### src/rtl/longest_prefix_match_table_core_macros.svh
// Assertion macros shared by the routing table RTL.
`ifndef LONGEST_PREFIX_MATCH_TABLE_CORE_MACROS_SVH
`define LONGEST_PREFIX_MATCH_TABLE_CORE_MACROS_SVH

// The condition must hold in the same cycle as the trigger.
// The enclosing module must provide clk and rst_n.
`define LPM_ASSERT_SAME(label, trig, cond, msg) \
    label: assert property (@(posedge clk) disable iff (!rst_n) (trig) |-> (cond)) \
        else $error(msg);

// The condition must hold in the cycle after the trigger.
`define LPM_ASSERT_NEXT(label, trig, cond, msg) \
    label: assert property (@(posedge clk) disable iff (!rst_n) (trig) |=> (cond)) \
        else $error(msg);

`endif

### src/rtl/lpm_pkg.sv
// Shared constants, types and a helper function for the routing table.
`default_nettype none
package lpm_pkg;

    localparam int ROUTE_SLOTS = 64;
    localparam int METRIC_BITS = 16;
    localparam int SLOT_BITS   = $clog2(ROUTE_SLOTS);
    localparam int COUNT_BITS  = $clog2(ROUTE_SLOTS + 1);

    localparam logic [5:0] LEN_MAX = 6'd32;

    localparam logic [1:0] STATUS_HIT  = 2'd0;
    localparam logic [1:0] STATUS_MISS = 2'd1;
    localparam logic [1:0] STATUS_FULL = 2'd2;

    localparam logic [1:0] MODE_LOOKUP = 2'd0;
    localparam logic [1:0] MODE_ADD    = 2'd1;
    localparam logic [1:0] MODE_REMOVE = 2'd2;

    typedef enum logic [1:0] {
        OP_LOOKUP,
        OP_ADD,
        OP_REMOVE,
        OP_NONE
    } op_t;

    typedef struct packed {
        op_t                    op;
        logic [31:0]            addr;
        logic [5:0]             len;
        logic [31:0]            hop;
        logic [METRIC_BITS-1:0] metric;
    } cmd_t;

    typedef struct packed {
        logic [31:0]            prefix;
        logic [5:0]             len;
        logic [31:0]            hop;
        logic [METRIC_BITS-1:0] metric;
    } slot_t;

    typedef struct packed {
        logic [1:0]  status;
        logic [31:0] hop;
        logic [5:0]  matched_len;
        logic [15:0] best_metric;
        logic [6:0]  route_count;
        logic        table_empty;
    } res_t;

    // Network mask for a prefix length that is already limited to 32.
    function automatic logic [31:0] len_mask(input logic [5:0] len);
        logic [31:0] mask;
        if (len == 6'd0)
        begin
            mask = 32'h0;
        end
        else if (len >= LEN_MAX)
        begin
            mask = 32'hFFFF_FFFF;
        end
        else
        begin
            mask = 32'hFFFF_FFFF << (LEN_MAX - len);
        end
        return mask;
    endfunction

endpackage
`default_nettype wire

### src/rtl/lpm_front.sv
// Front end: takes items, decodes the operation and holds them in a two-entry queue.
`default_nettype none
module lpm_front (
    input  wire logic         clk,
    input  wire logic         rst_n,
    input  wire logic         push,
    output logic              full,
    input  wire logic [1:0]   mode,
    input  wire logic [31:0]  address,
    input  wire logic [5:0]   prefix_len,
    input  wire logic [31:0]  next_hop,
    input  wire logic [15:0]  metric,
    output lpm_pkg::cmd_t     cmd,
    output logic              cmd_valid,
    input  wire logic         cmd_take
);
    import lpm_pkg::*;

    cmd_t        q_reg [2];
    logic        wr_ptr_reg;
    logic        rd_ptr_reg;
    logic [1:0]  cnt_reg;
    logic [1:0]  cnt_next;
    cmd_t        dec;
    logic [31:0] metric_wide;
    logic        do_push;
    logic        do_pop;

    // Classify the item and bring its fields into stored form.
    always_comb
    begin
        metric_wide = 32'(metric);
        case (mode)
            MODE_LOOKUP: dec.op = OP_LOOKUP;
            MODE_ADD:    dec.op = OP_ADD;
            MODE_REMOVE: dec.op = OP_REMOVE;
            default:     dec.op = OP_NONE;
        endcase
        dec.addr   = address;
        dec.len    = (prefix_len > LEN_MAX) ? LEN_MAX : prefix_len;
        dec.hop    = next_hop;
        dec.metric = metric_wide[METRIC_BITS-1:0];
    end

    assign full      = (cnt_reg == 2'd2);
    assign cmd_valid = (cnt_reg != 2'd0);
    assign cmd       = q_reg[rd_ptr_reg];
    assign do_push   = push && !full;
    assign do_pop    = cmd_take && cmd_valid;

    always_comb
    begin
        cnt_next = cnt_reg;
        if (do_push && !do_pop)
        begin
            cnt_next = cnt_reg + 2'd1;
        end
        else if (!do_push && do_pop)
        begin
            cnt_next = cnt_reg - 2'd1;
        end
    end

    always_ff @(posedge clk or negedge rst_n)
    begin
        if (!rst_n)
        begin
            wr_ptr_reg <= 1'b0;
            rd_ptr_reg <= 1'b0;
            cnt_reg    <= 2'd0;
        end
        else
        begin
            cnt_reg <= cnt_next;
            if (do_push)
            begin
                wr_ptr_reg <= !wr_ptr_reg;
            end
            if (do_pop)
            begin
                rd_ptr_reg <= !rd_ptr_reg;
            end
        end
    end

    always_ff @(posedge clk)
    begin
        if (do_push)
        begin
            q_reg[wr_ptr_reg] <= dec;
        end
    end

endmodule
`default_nettype wire

### config.mk
export PLATFORM = sky130hd
export DESIGN_NAME = lpm_front
export DESIGN_NICKNAME = d
export VERILOG_FILES = /design/src/rtl/longest_prefix_match_table_core_macros.svh /design/src/rtl/lpm_pkg.sv /design/src/rtl/lpm_front.sv
export SDC_FILE = /design/constraint.sdc
export NUM_CORES = 1
export LEC_CHECK = 0
export BUFFER_PORTS_ARGS = -buffer_cell sky130_fd_sc_hd__buf_2
export CORE_ASPECT_RATIO = 0.7
export CORE_MARGIN = 2
export CORE_UTILIZATION = 56
export DETAILED_ROUTE_END_ITERATION = 8
export PLACE_DENSITY = 0.94
export SLEW_MARGIN = 20
export SYNTH_ARGS = -nofsm -noshare
export SYNTH_HDL_FRONTEND = slang
export SYNTH_SLANG_ARGS = --single-unit
### constraint.sdc
create_clock -name clk -period 9.9 [get_ports clk]
set_input_delay 0.495 -clock clk [delete_from_list [all_inputs] [get_ports clk]]
set_output_delay 0.495 -clock clk [all_outputs]
set_load 0.02 [all_outputs]
==> results.md <==
Placement:
- Input and output buffers added on the ports amount to 181.
- The instance area at placement is 0.00770 mm².
- Including well taps, the total number of placed cells is between 600 and 700.
- The final HPWL from detailed placement is 7.57 mm.
- The placer congestion estimate is between 0.7 and 0.8.

Floorplanning:
- The placeable core region is 0.0116 mm².
- Measured along the y axis, the die boundary spans between 90 and 100 µm.
- Once the floorplan was initialized, standard cells occupied 57.1% of the core.
- The die is roughly 130 µm wide.
- The floorplan step defined a die boundary enclosing 0.0127 mm².
- Row generation in the floorplan step produced 33 rows.
- In this run the count of I/O pins placed on the die edge is 182.

Critical path:
- At the worst endpoint, the arrival time is 2.15 ns.
- The launching element type of the critical path is a flip-flop.
- Grouping stages by cell kind, the critical path spends the most delay in flip-flops.
- STA puts the critical path data required time at 9.41 ns.
- The largest stage delay on the critical path is 0.83 ns.
- The number of buffers and inverters on the critical path is 2.
- The worst setup path is captured at an output pin.
- Traced cell by cell, the critical path runs through buf_16 -> mux2_2 -> buf_2.
- Of all nets on the critical path, the largest fanout is 46.
- The critical path start-end classification is reg2out.
- For this design, the slowest cell found on the critical path is sky130_fd_sc_hd__dfrtp_4.

Yosys:
- In this run, synthesis produced a sequential element count of 180.
- The number of flops mapped to enable cells by yosys is 176.
- The share of the Yosys chip area taken by registers is 81.3%.
- Of the post-synthesis cell area, the dominant cell type holds 79.8%.
- The total nets after synthesis is a little under 400.
- The async set-or-reset flop fraction in the synthesized netlist is 2.22%.
- The number of distinct standard cells referenced by the synthesized netlist is 17.
- The post-synth design cell area is 0.00662 mm².
- sky130_fd_sc_hd__edfxtp_1 takes more of the synthesized area than any other cell.
- Synthesis produced 301 cells.
- Ranked by total cell area, the synthesized netlist is headed by sky130_fd_sc_hd__edfxtp_1 80%, sky130_fd_sc_hd__mux2_2 13%, sky130_fd_sc_hd__mux2_4 2.3%.
- After synthesis, the most frequently instantiated cells are 176 x sky130_fd_sc_hd__edfxtp_1, 78 x sky130_fd_sc_hd__mux2_2, 10 x sky130_fd_sc_hd__mux2_4, 7 x sky130_fd_sc_hd__buf_2, 5 x sky130_fd_sc_hd__nor2b_1.
- The average instance in the mapped netlist occupies roughly 22 µm².
- The count of yosys warnings during synthesis is 0.
- The most common cell in the synthesized netlist is sky130_fd_sc_hd__edfxtp_1.
- The commonest register cell after synthesis is sky130_fd_sc_hd__edfxtp_1.

Timing:
- The final number of hold-violating endpoints is 0.
- The aggregate negative setup slack is 0 ns.
- Headroom to the max-slew limit came out at 35.2%.
- The maximum frequency from static timing analysis is ~380 MHz.
- Between clock sinks in the finished design, the worst skew comes to 0.00570 ns.
- The final setup violation count is 0.
- Setup repair after global routing left no endpoint under its margin.
- The final critical path time including I/O delays and setup is 2.64 ns.
- The pin slew with the least headroom to its limit is 0.972 ns.
- The post-route clock period utilization is 26.7%.
- The minimum hold slack is roughly 0.27 ns.
- The number of slew-limit violations in the final report was 0.

Final layout:
- Summing all flip-flop and latch instances after layout gives 0.00539 mm².
- The layout overhead on the synthesized area is 25.6%.
- The number of non-filler instances in the completed layout is 661.
- Counting the fill cells in the layout gives between 700 and 800.
- The antenna diode count is 0.
- The fraction of layout instances using a drive strength above 1 is 60.5%.
- The multi-input combinational cells in the finished layout cover a total of 0.00116 mm².
- The final layout contains 585 nets.
- The register with the most flip-flops in the layout has about 180 of them.
- The summed area of non-filler cells in the final layout is 0.00832 mm².

Global route:
- The number of antenna violations at the first check in global routing is 0.
- The via count of the first global-routing pass came to 3533.
- The global route total overflow is 0.
- The first-pass GRT wire length is about 17 mm.
- The total routing resource utilization after global routing is 18.7%.
- The largest net degree at the start of global routing is 74.

Drt:
- In the final routed layout, each cell accounts on average for about 18 µm.
- The count of nets left with antenna violations once routing finished came out at 0.
- The first-pass iteration count of the detailed router is 4.
- The number of DRC markers in iteration 0 is 164.
- Dividing the detail-routed via count by the number of cells gives 5.09.
- The routed wire length is 11.7 mm.
- The detailed-route via count is 3365.
- In the routed design, unresolved DRC markers number 0.

Clock network:
- TritonCTS built the clock tree.
- Counting the buffers created by CTS gives 17.
- The worst-case clock buffer depth is 2.
- The clock tree root driver cell is sky130_fd_sc_hd__clkbuf_16.
- The depth of the CTS H-tree is 4.
- The later pin in the worst-skew pair is clocked with a latency of 0.41 ns.
- The clock slew seen by the registers of the worst setup and hold paths is about 0.070 ns.
- The number of clock sinks is 180.

Pwr:
- The share of power burned in the clock network is 25.8%.
- The leakage power is 3.17 nW.
- Cell internal power was estimated by the tool at 1.78 mW.
- In this run the power spent charging and discharging nets is 0.831 mW.
- The worst voltage drop across the vdd grid is 0.174 mV.
- For this design the ratio of total power to cell area is 314 mW/mm².
- Net switching is 31.8% of the power.
- The total power is about 2.6 mW.
- The fraction of power consumed by combinational cells is 31.0%.
- Of the total power, registers draw 43.1%.

Min path:
- The class of the tightest hold or removal check is in2reg.

Status:
- The flow ran to the end, and the final reports show no timing, DRC or antenna violations.

Run:
- The count of max-cap constraint violations is 0.
-- final timing paths --
kind                                 to  cells after the start  slack, ns         from
setup / recovery                cmd[15]                      3       7.26   rd_ptr_reg
hold / removal             q_reg[1][70]                      1       0.27  address[16]
setup reg to reg           q_reg[0][46]                      4       7.43   cnt_reg[0]
hold reg to reg              cnt_reg[1]                      1       0.50   cnt_reg[1]
max in group asynchronous    rd_ptr_reg                      2       9.34        rst_n
min in group asynchronous    cnt_reg[0]                      2       0.42        rst_n
-- cells by family after synthesis --
group | synth area share, %
xor+xnor | 0.661
fa+ha+maj | 0.189
buf+inv | 1.32
flops | 81.3
mux | 15.5
simple gates | 0.983
-- per-layer routing --
metal	part of all wire [%]	wire length, µm	track usage [%]
met1	40	4630	20.7
met3	7.8	906	5.74
met4	0.83	97	8.78
met2	52	6040	33.6
met5	0	0	0
-- stage by stage --
step	setup WS [ns]	util, %
2_1_floorplan	5.07	-
3_3_place_gp	7.45	66.2
3_5_place_dp	7.36	66.4
4_1_cts	7.23	71.7
5_1_grt	7.18	71.7
6_report	7.26	71.7
-- repair_timing --
action	4_1_cts	5_1_grt
buffers inserted	0	0
hold buffers	1	0
gates resized for setup	0	0
hold endpoints to repair	4	0
-- cell type report --
class / instances / share of cell area (%)
tap: 157 / 2.36
sequential: 180 / 64.8
timing repair buffer: 185 / 11.5
multi-input combinational: 106 / 14.0
inverter: 2 / 0.0903
clock buffer: 19 / 5.21
clock inverter: 12 / 2.05
-- power by group through the flow --
stage          combinational, mW  sequential, mW  clock (mW)
2_1_floorplan              0.610            1.10           0
3_5_place_dp               0.817            1.14           0
5_1_grt                    0.865            1.14       0.716
4_1_cts                    0.822            1.13       0.688
6_report                   0.811            1.13       0.675
3_3_place_gp               0.759            1.16           0
-- placed cells by master (no fill, tap or decap), types with 3 or more instances in the layout --
cell type / Yosys / layout
sky130_fd_sc_hd__buf_2: 7 / 181
sky130_fd_sc_hd__edfxtp_1: 176 / 176
sky130_fd_sc_hd__mux2_2: 78 / 78
sky130_fd_sc_hd__clkbuf_16: 0 / 17
sky130_fd_sc_hd__mux2_4: 10 / 10
sky130_fd_sc_hd__nor2b_1: 5 / 5
sky130_fd_sc_hd__inv_6: 0 / 4
sky130_fd_sc_hd__xnor2_1: 3 / 3
sky130_fd_sc_hd__bufinv_16: 0 / 3
sky130_fd_sc_hd__clkinv_4: 0 / 3
sky130_fd_sc_hd__dfrtp_1: 4 / 3
Note: power is estimated with default switching activity, not from simulation.
